--- config.mk ---
export PLATFORM = sky130hd
export DESIGN_NAME = indexed_sequence_store
export DESIGN_NICKNAME = d
export VERILOG_FILES = /design/src/rtl/iss_pkg.sv /design/src/rtl/iss_ctrl.sv /design/src/rtl/iss_datapath.sv /design/src/rtl/indexed_sequence_store.sv
export SDC_FILE = /design/constraint.sdc
export NUM_CORES = 1
export LEC_CHECK = 0
export BUFFER_PORTS_ARGS = -buffer_cell sky130_fd_sc_hd__buf_2
export CAP_MARGIN = 20
export CORE_UTILIZATION = 45
export CTS_BUF_LIST = sky130_fd_sc_hd__clkbuf_8 sky130_fd_sc_hd__clkbuf_16
export DETAILED_ROUTE_END_ITERATION = 10
export GPL_TIMING_DRIVEN = 0
export PLACE_DENSITY = 0.66
export SYNTH_ARGS = -nofsm -noshare
export SYNTH_HDL_FRONTEND = slang
export SYNTH_HIERARCHICAL = 1
export SYNTH_SLANG_ARGS = --single-unit
--- constraint.sdc ---
create_clock -name clk -period 7.9 [get_ports clk]
set_input_delay 0.395 -clock clk [delete_from_list [all_inputs] [get_ports clk]]
set_output_delay 0.395 -clock clk [all_outputs]
set_load 0.01 [all_outputs]
--- src/rtl/iss_pkg.sv ---
`timescale 1ns / 1ps

package iss_pkg;

    // Store geometry
    localparam int CAPACITY   = 16;
    localparam int DATA_WIDTH = 32;

    // Port widths
    localparam int ACT_W  = 2;
    localparam int IDX_W  = 4;
    localparam int VAL_W  = 32;
    localparam int STAT_W = 2;
    localparam int CNT_W  = 5;

    // Action codes
    localparam logic [ACT_W-1:0] ACT_APPEND = 2'd0;
    localparam logic [ACT_W-1:0] ACT_GET    = 2'd1;
    localparam logic [ACT_W-1:0] ACT_SET    = 2'd2;
    localparam logic [ACT_W-1:0] ACT_REMOVE = 2'd3;

    // Status codes
    localparam logic [STAT_W-1:0] STAT_OK    = 2'd0;
    localparam logic [STAT_W-1:0] STAT_FULL  = 2'd1;
    localparam logic [STAT_W-1:0] STAT_RANGE = 2'd2;

    // Count value of a full store
    localparam logic [CNT_W-1:0] COUNT_FULL = CNT_W'(CAPACITY);

    // Commands from the controller to the datapath
    typedef struct packed {
        logic capture;
        logic execute;
    } iss_cmd_t;

endpackage

--- src/rtl/iss_ctrl.sv ---
`timescale 1ns / 1ps

module iss_ctrl
    import iss_pkg::*;
(
    input  logic     clk,
    input  logic     rst_n,
    input  logic     start,
    output logic     busy,
    output logic     done,
    output iss_cmd_t cmd
);

    typedef enum logic [1:0] {
        S_IDLE = 2'b01,
        S_EXEC = 2'b10
    } state_t;

    state_t state_reg, state_next;
    logic   done_reg, done_next;

    // Decode next state and commands
    always_comb
    begin
        state_next  = state_reg;
        cmd.capture = 1'b0;
        cmd.execute = 1'b0;
        unique case (state_reg)
            S_IDLE:
            begin
                if (start)
                begin
                    cmd.capture = 1'b1;
                    state_next  = S_EXEC;
                end
            end
            S_EXEC:
            begin
                cmd.execute = 1'b1;
                state_next  = S_IDLE;
            end
            default:
            begin
                state_next = S_IDLE;
            end
        endcase
    end

    assign done_next = cmd.execute;

    // Hold state and result strobe
    always_ff @(posedge clk or negedge rst_n)
    begin
        if (!rst_n)
        begin
            state_reg <= S_IDLE;
            done_reg  <= 1'b0;
        end
        else
        begin
            state_reg <= state_next;
            done_reg  <= done_next;
        end
    end

    assign busy = (state_reg == S_EXEC);
    assign done = done_reg;

    // Result strobe follows exactly one execute cycle
    a_done_after_exec: assert property (@(posedge clk) disable iff (!rst_n)
        done |-> $past(cmd.execute))
        else $error("result strobe without execute");

    // A strobe is never followed by another strobe
    a_done_single: assert property (@(posedge clk) disable iff (!rst_n)
        done |=> !done)
        else $error("result strobe held two cycles");

    // Every captured request goes on to execute
    a_exec_capture: assert property (@(posedge clk) disable iff (!rst_n)
        cmd.capture |=> cmd.execute)
        else $error("captured request not executed");

endmodule

--- src/rtl/iss_datapath.sv ---
`timescale 1ns / 1ps

module iss_datapath
    import iss_pkg::*;
(
    input  logic              clk,
    input  logic              rst_n,
    input  iss_cmd_t          cmd,
    input  logic [ACT_W-1:0]  action,
    input  logic [IDX_W-1:0]  index,
    input  logic [VAL_W-1:0]  value,
    output logic [VAL_W-1:0]  read_value,
    output logic [STAT_W-1:0] status,
    output logic [CNT_W-1:0]  count
);

    // Request registers
    logic [ACT_W-1:0]      act_reg;
    logic [IDX_W-1:0]      idx_reg;
    logic [DATA_WIDTH-1:0] val_reg;

    // Entry chain and count
    logic [DATA_WIDTH-1:0] entry_reg [CAPACITY];
    logic [CNT_W-1:0]      count_reg, count_next;

    // Result registers
    logic [DATA_WIDTH-1:0] rd_reg, rd_next;
    logic [STAT_W-1:0]     stat_reg, stat_next;

    logic                  in_range;
    logic                  is_full;
    logic [IDX_W-1:0]      tail_idx;
    logic [DATA_WIDTH-1:0] sel_word;

    // Latch the request
    always_ff @(posedge clk)
    begin
        if (cmd.capture)
        begin
            act_reg <= action;
            idx_reg <= index;
            val_reg <= DATA_WIDTH'(value);
        end
    end

    assign in_range = ({1'b0, idx_reg} < count_reg);
    assign is_full  = (count_reg >= COUNT_FULL);
    assign tail_idx = count_reg[IDX_W-1:0];
    assign sel_word = entry_reg[idx_reg];

    // Decode the action into result and new count
    always_comb
    begin
        rd_next    = '0;
        stat_next  = STAT_OK;
        count_next = count_reg;
        unique case (act_reg)
            ACT_APPEND:
            begin
                if (is_full)
                    stat_next = STAT_FULL;
                else
                    count_next = count_reg + CNT_W'(1);
            end
            ACT_GET:
            begin
                if (!in_range)
                    stat_next = STAT_RANGE;
                else
                    rd_next = sel_word;
            end
            ACT_SET:
            begin
                if (!in_range)
                    stat_next = STAT_RANGE;
            end
            ACT_REMOVE:
            begin
                if (!in_range)
                    stat_next = STAT_RANGE;
                else
                begin
                    rd_next    = sel_word;
                    count_next = count_reg - CNT_W'(1);
                end
            end
            default:
            begin
                stat_next = STAT_OK;
            end
        endcase
    end

    // Update each cell: load, overwrite or take the next cell's word
    always_ff @(posedge clk)
    begin
        for (int k = 0; k < CAPACITY; k++)
        begin
            if (cmd.execute)
            begin
                if (act_reg == ACT_APPEND && !is_full && tail_idx == IDX_W'(k))
                    entry_reg[k] <= val_reg;
                else if (act_reg == ACT_SET && in_range && idx_reg == IDX_W'(k))
                    entry_reg[k] <= val_reg;
                else if (act_reg == ACT_REMOVE && in_range && k < CAPACITY - 1
                         && IDX_W'(k) >= idx_reg
                         && CNT_W'(k + 1) < count_reg)
                    entry_reg[k] <= entry_reg[(k + 1) % CAPACITY];
            end
        end
    end

    // Register the result
    always_ff @(posedge clk)
    begin
        if (cmd.execute)
        begin
            rd_reg   <= rd_next;
            stat_reg <= stat_next;
        end
    end

    // Hold the entry count
    always_ff @(posedge clk or negedge rst_n)
    begin
        if (!rst_n)
            count_reg <= '0;
        else if (cmd.execute)
            count_reg <= count_next;
    end

    assign read_value = VAL_W'(rd_reg);
    assign status     = stat_reg;
    assign count      = count_reg;

    // Count stays within capacity
    a_count_bound: assert property (@(posedge clk) disable iff (!rst_n)
        count_reg <= COUNT_FULL)
        else $error("entry count beyond capacity");

    // Count moves only on execute
    a_count_stable: assert property (@(posedge clk) disable iff (!rst_n)
        !cmd.execute |=> $stable(count_reg))
        else $error("entry count changed without execute");

    // A full status leaves the count at capacity
    a_full_count: assert property (@(posedge clk) disable iff (!rst_n)
        cmd.execute && act_reg == ACT_APPEND && is_full |=>
            stat_reg == STAT_FULL && count_reg == COUNT_FULL)
        else $error("append on full store changed count");

endmodule

--- src/rtl/indexed_sequence_store.sv ---
`timescale 1ns / 1ps

// Channel   Handshake            Ports
// request   start && !busy       action, index, value
// result    done (one cycle)     read_value, status, count
//
// Each request is first latched into the request registers, then run through
// the chain of entry cells, where a removal shifts every later cell down.
// The result shows for one cycle after the execute cycle, and the next
// request is accepted in that same cycle; no new request is taken while busy.
// Reset clears the entry count and the controller; entries are not cleared.
// The receiver cannot stall: done lasts exactly one cycle.

module indexed_sequence_store
    import iss_pkg::*;
(
    input  logic              clk,
    input  logic              rst_n,
    input  logic              start,
    output logic              busy,
    input  logic [ACT_W-1:0]  action,
    input  logic [IDX_W-1:0]  index,
    input  logic [VAL_W-1:0]  value,
    output logic              done,
    output logic [VAL_W-1:0]  read_value,
    output logic [STAT_W-1:0] status,
    output logic [CNT_W-1:0]  count
);

    iss_cmd_t cmd;

    iss_ctrl u_ctrl
    (
        .clk   (clk),
        .rst_n (rst_n),
        .start (start),
        .busy  (busy),
        .done  (done),
        .cmd   (cmd)
    );

    iss_datapath u_datapath
    (
        .clk        (clk),
        .rst_n      (rst_n),
        .cmd        (cmd),
        .action     (action),
        .index      (index),
        .value      (value),
        .read_value (read_value),
        .status     (status),
        .count      (count)
    );

endmodule
* After elaboration in Yosys (flattened, before gate mapping)
Memories as Yosys holds them, arrays and structs flattened. A register that Yosys moved wholly into a read port is not among the register bits.
Index checks and enable logic that the tools add are counted.
** Operators by class
- Add/subtract/negate cells :: 2
- Mux-type cells :: 232
- Bitwise operators :: 31
- Order comparisons :: 32
- Reduce and logical (&&, ||, !) cells :: 76
- Eq/ne operators :: 38
** Operator list (number)
- 2-to-1 mux 32 bit :: 32
- 2-to-1 mux 1 bit :: 192
- logical AND 1 bit :: 65
- == test 4 bit, second input constant :: 16
- < comparator 4 x 5 -> 1 bit, first input constant :: 8
- == test 4 x 3 -> 1 bit, second input constant :: 8
- OR reduction 32 bit :: 1
- OR 1 bit :: 31
- greater-or-equal comparator 4 bit, first input constant :: 7
- < comparator 3 x 5 -> 1 bit, first input constant :: 4
- == test 4 x 2 -> 1 bit, second input constant :: 4
- greater-or-equal comparator 3 x 4 -> 1 bit, first input constant :: 4
- < comparator 2 x 5 -> 1 bit, first input constant :: 2
- 2-to-1 mux 5 bit :: 2
- one-hot mux 5 bit (2 select lines) :: 1
- == test 4 x 1 -> 1 bit, second input constant :: 2
- greater-or-equal comparator 1 x 4 -> 1 bit, first input constant :: 2
- greater-or-equal comparator 2 x 4 -> 1 bit, first input constant :: 2
- zero test 4 bit :: 2
- == test 2 bit, second input constant :: 3
- 2-to-1 mux 2 bit :: 3
- adder 5 x 1 -> 5 bit, second input constant :: 1
- greater-or-equal comparator 5 bit, second input constant :: 1
- < comparator 1 x 5 -> 1 bit, first input constant :: 1
- other kinds (14) :: 17
** Storage, ports and cells
- Memories :: 1
- Bits of input ports :: 41
- RAM bits :: 512
- Register bits after elaboration :: 48
- Output and inout bits :: 41
** Memory list
- u_datapath.entry_reg :: depth 16, width 32, read ports 16, clocked after Yosys merged registers in 1, write ports 15, line iss_datapath.sv:23 : logic [DATA_WIDTH-1:0] entry_reg [CAPACITY];

* Depth between registers and ports, before layout
- Depth in word-level cells :: 11
- Depth in mapped cells :: 10

* Hierarchy
The synthesis kept the hierarchy.
** By module, submodules not included
- iss_datapath :: cells an instance 1603, area an instance 28692.5 µm², instances 1
- iss_ctrl :: cells an instance 8, area an instance 115.1 µm², instances 1

* Worst setup path before layout
OpenSTA, ideal clock, no wires.
- Kind :: flip-flop to flip-flop
- From :: reg u_datapath.count_reg[2] (netlist: u_datapath/count[2])
- To :: mem u_datapath.entry_reg[9][0] (enable)
- Slack :: 1651 ps
- Required time :: 7367 ps
- Clock period less this slack :: 6249 ps
- Path buffers :: 3
- Cell stages (with the launch flop) :: 10
- Arrival time :: 5715 ps
- Path through :: dfrtp_1 > buf_2 > inv_1 > ha_1 > a211oi_1 > or3_4 > buf_6 > buf_2 > nand3b_1 > o311ai_0
** RTL lines
- start: declaration :: line iss_datapath.sv:24 : logic [CNT_W-1:0] count_reg, count_next;
- start signal: assignment :: line iss_datapath.sv:129 : count_reg <= count_next;
- end: declaration :: line iss_datapath.sv:23

==> metrics.md <==
| Metric | Value |
|---|---|
| Final Util | `0.534` |
| Post-route ant nets | `0` |
| Reg-to-Reg End | `u_datapath/entry_reg[2][13]` |
| Worst slew pin tran | `about 1.2 ns` |
| Commonest non-fill, non-tap cell in the layout | `edfxtp_1` |
| CP max FO | `35` |
| GRT Util Overall | `0.262` |
| Die Y-Extent | `around 260 µm` |
| Crit path kind | `reg2reg` |
| Pin count of the biggest net entering global routing | `36` |
| Max reg flops | `just over 500` |
| Synthesized cell area | `between 20,000 and 30,000 µm²` |
| Cells after Synth | `between 1.5k and 2k` |
| GR Overflow Total | `0` |
| Leading cell types in the layout, fill and taps excluded | `edfxtp_1, mux2_2, buf_2` |
| Initial Util | `0.456` |
| Initial antenna violation count | `1` |
| HP Class | `in2async` |
| Final setup vio count | `0` |
| Vias in the first global route | `approximately 18k` |
| # DRC | `0` |
| Via count | `17.1k` |
| Ant. Diodes | `0` |
| Leakage power | `11.1 nW` |
| Power, Total | `approximately 0.0073 W` |
| Finished layout cell area | `around 34,000 µm²` |
| Post-synth EDFFs | `584` |
| CP max stage delay | `~0.9 ns` |
| CTS buffer count | `between 60 and 70` |
| Mean area per synthesized cell | `between 15 and 20 µm²` |
| Distinct cells, synth | `73` |
| Main synth FF type | `edfxtp_1` |
| Root buf cell | `clkbuf_16` |
| Max cap viols | `0` |
| Final hold violation count | `0` |
| CTS tree | `yes` |
| Top Ports | `roughly 80` |
| Register-to-Register Path Depth | `8` |
| Setup TNS | `0 ns` |
| Placed Area | `31,200 µm²` |
| Clock Path Buffers | `3` |
| Worst path arrival time | `about 4.5 ns` |
| Max Freq | `between 200 and 250 MHz` |
| Post-CTS Resized | `0` |
| Ratio of cells with drive above 1 in the final layout | `0.448` |
| R2r startpoint | `u_ctrl/state_reg[1]` |
| Unrepaired setup endpoints after global routing | `no` |
| DRT Pass-1 Iters | `5` |
| Warnings from Yosys | `6` |
| Syn Nets | `~1.7k` |
| Minimum clock period | `~4.2 ns` |
| Row count | `slightly above 90` |
| Global-route wire length before repair | `120 mm` |
| Num Clock Sinks | `592` |
| Via density | `around 6.2` |
| R2R setup slack | `~3.7 ns` |
| Worst hold slack | `approximately 0.17 ns` |
| Yosys reg bits | `592` |
| Full die area | `roughly 65,000 µm²` |
| Die Span X | `255 µm` |
| Max Clock Skew | `between 0.02 and 0.025 ns` |
| Slowest CP cell | `o221ai_4` |
| Routed len/inst | `30.4 µm` |
| Skew-Pair Late Insertion Delay | `0.61 ns` |
| Clk pin slew, worst setup/hold paths | `0.06 ns` |
| FFs w/ async S/R, synth | `0.0135` |
| Sequential share of the synthesized area | `0.616` |
| GPL Wtd Cong | `about 0.9` |
| Detailed Place HPWL | `approximately 56 mm` |
| CP Capture Type | `flop` |
| Area grow syn2layout | `17.1%` |
| Final #Nets | `1,897` |
| Peak supply drop | `0.171 mV` |
| Cell breakdown of the critical path | `nor2b_1 > buf_4 > clkbuf_1 > inv_1 > a2111oi_4 > nand4b_1 > o221ai_4 > buf_12` |
| Core ar. | `between 60,000 and 70,000 µm²` |
| Crit start category | `flop` |
| Status | `finished clean` |
| Max-Slew Margin vs Limit | `0.189` |
| Period utilisation layout | `0.536` |
| Fill count | `5,044` |
| Worst path required time | `8.19 ns` |
| Detailed Route Iter0 Violations | `between 1.5k and 2k` |
| H-tree Lvls | `3` |
| Max Slew Vio Count | `0` |
| IO buf count | `between 80 and 90` |
| Pwr Density | `approximately 220 nW/µm²` |
| Final WL | `between 80 and 90 mm` |
how the worst max path moves through the flow:
stage / from / to
after CTS: u_ctrl/state_reg[1] / u_datapath/entry_reg[2][13]
after global routing: u_ctrl/state_reg[1] / u_datapath/entry_reg[2][13]
after detailed placement: u_ctrl/state_reg[1] / u_datapath/entry_reg[13][14]
final: u_ctrl/state_reg[1] / u_datapath/entry_reg[2][13]
after global placement: u_ctrl/state_reg[1] / u_datapath/entry_reg[9][14]
after floorplan: u_datapath/count[2] / u_datapath/entry_reg[9][0]
where the power goes:
group	total (W)	internal [W]	leakage, nW	switching (W)
Combinational	0.000670	0.000308	4.65	0.000362
Clock	0.00309	0.00180	1.11	0.00129
Sequential	0.00358	0.00353	5.37	0.0000524
stage by stage:
step,cells,setup WS [ns]
floorplan,1611,1.65
global placement,2538,-4.16
detailed placement,2585,3.70
CTS,2746,3.68
global route,2746,3.45
finish,2746,3.67
what timing repair did:
| item | 4_1_cts | 5_1_grt |
|---|---|---|
| hold endpoints to repair | 47 | 0 |
| buffers inserted | 0 | 0 |
| hold buffers | 40 | 0 |
logic make-up after synthesis:
logic type,after synthesis,share of synthesized area
DFF,592,0.616
xor gates and xnor gates,1,0.000304
and+or+nand+nor,93,0.0208
buffers and inverters,154,0.0283
adders and majority gates,8,0.00347
muxes,609,0.292
AOI/OAI and AO/OA,154,0.0394
final cells by class:
type	instances	area [µm²]	share of cell area
multi-input combinational	865	10400	0.309
sequential	592	17700	0.526
clock buffer	71	1750	0.0520
buffer	147	790	0.0234
timing repair buffer	168	1530	0.0454
clock inverter	50	414	0.0123
tap	846	1060	0.0314
inverter	7	26.3	0.000779
synth_stat cells, drive strengths merged, types with 2 or more instances:
| cell | number | area [µm²] |
|---|---|---|
| buf | 94 | 591 |
| mux4 | 128 | 2880 |
| o21ai | 6 | 45.0 |
| nand3 | 13 | 75.1 |
| a211oi | 2 | 15.0 |
| or2 | 3 | 18.8 |
| a31oi | 3 | 18.8 |
| nand4 | 8 | 101 |
| o21bai | 3 | 22.5 |
| o21a | 3 | 22.5 |
| o2111ai | 2 | 17.5 |
| ha | 8 | 100 |
| nor3b | 2 | 15.0 |
| nor2 | 10 | 42.5 |
| and2 | 6 | 37.5 |
| o221ai | 8 | 70.1 |
| mux2 | 481 | 5530 |
| o311ai | 3 | 26.3 |
| nand4b | 4 | 35.0 |
| and3b | 2 | 17.5 |
| nand3b | 4 | 30.0 |
| clkbuf | 53 | 199 |
| nand2b | 3 | 18.8 |
| nor3 | 5 | 30.0 |
| a21boi | 2 | 15.0 |
| nand2 | 19 | 71.3 |
| a221o | 2 | 20.0 |
| edfxtp | 584 | 17500 |
| dfrtp | 7 | 175 |
| or3 | 2 | 17.5 |
| a21oi | 41 | 216 |
| inv | 7 | 26.3 |
| nor2b | 4 | 25.0 |
| and3 | 4 | 25.0 |
| a22oi | 65 | 488 |
| o211ai | 4 | 35.0 |
| a221oi | 2 | 23.8 |
layer usage:
metal / up-vias / GRT usage / wire (µm)
met4: 0 / 0.0960 / 2810
met3: 185 / 0.0496 / 6350
met5: - / 0 / 0
li1: 7092 / - / -
met2: 782 / 0.429 / 40800
met1: 8999 / 0.347 / 33700
critical path: cells and delay by family (launching register included):
| kind | cells | cell delay, ns |
|---|---|---|
| DFF | 1 | 0.36 |
| AOI/OAI and AO/OA | 2 | 1.38 |
| and+or+nand+nor | 2 | 0.72 |
| buffers and inverters | 4 | 1.44 |
No activity file was read; power rests on OpenSTA's default activity.
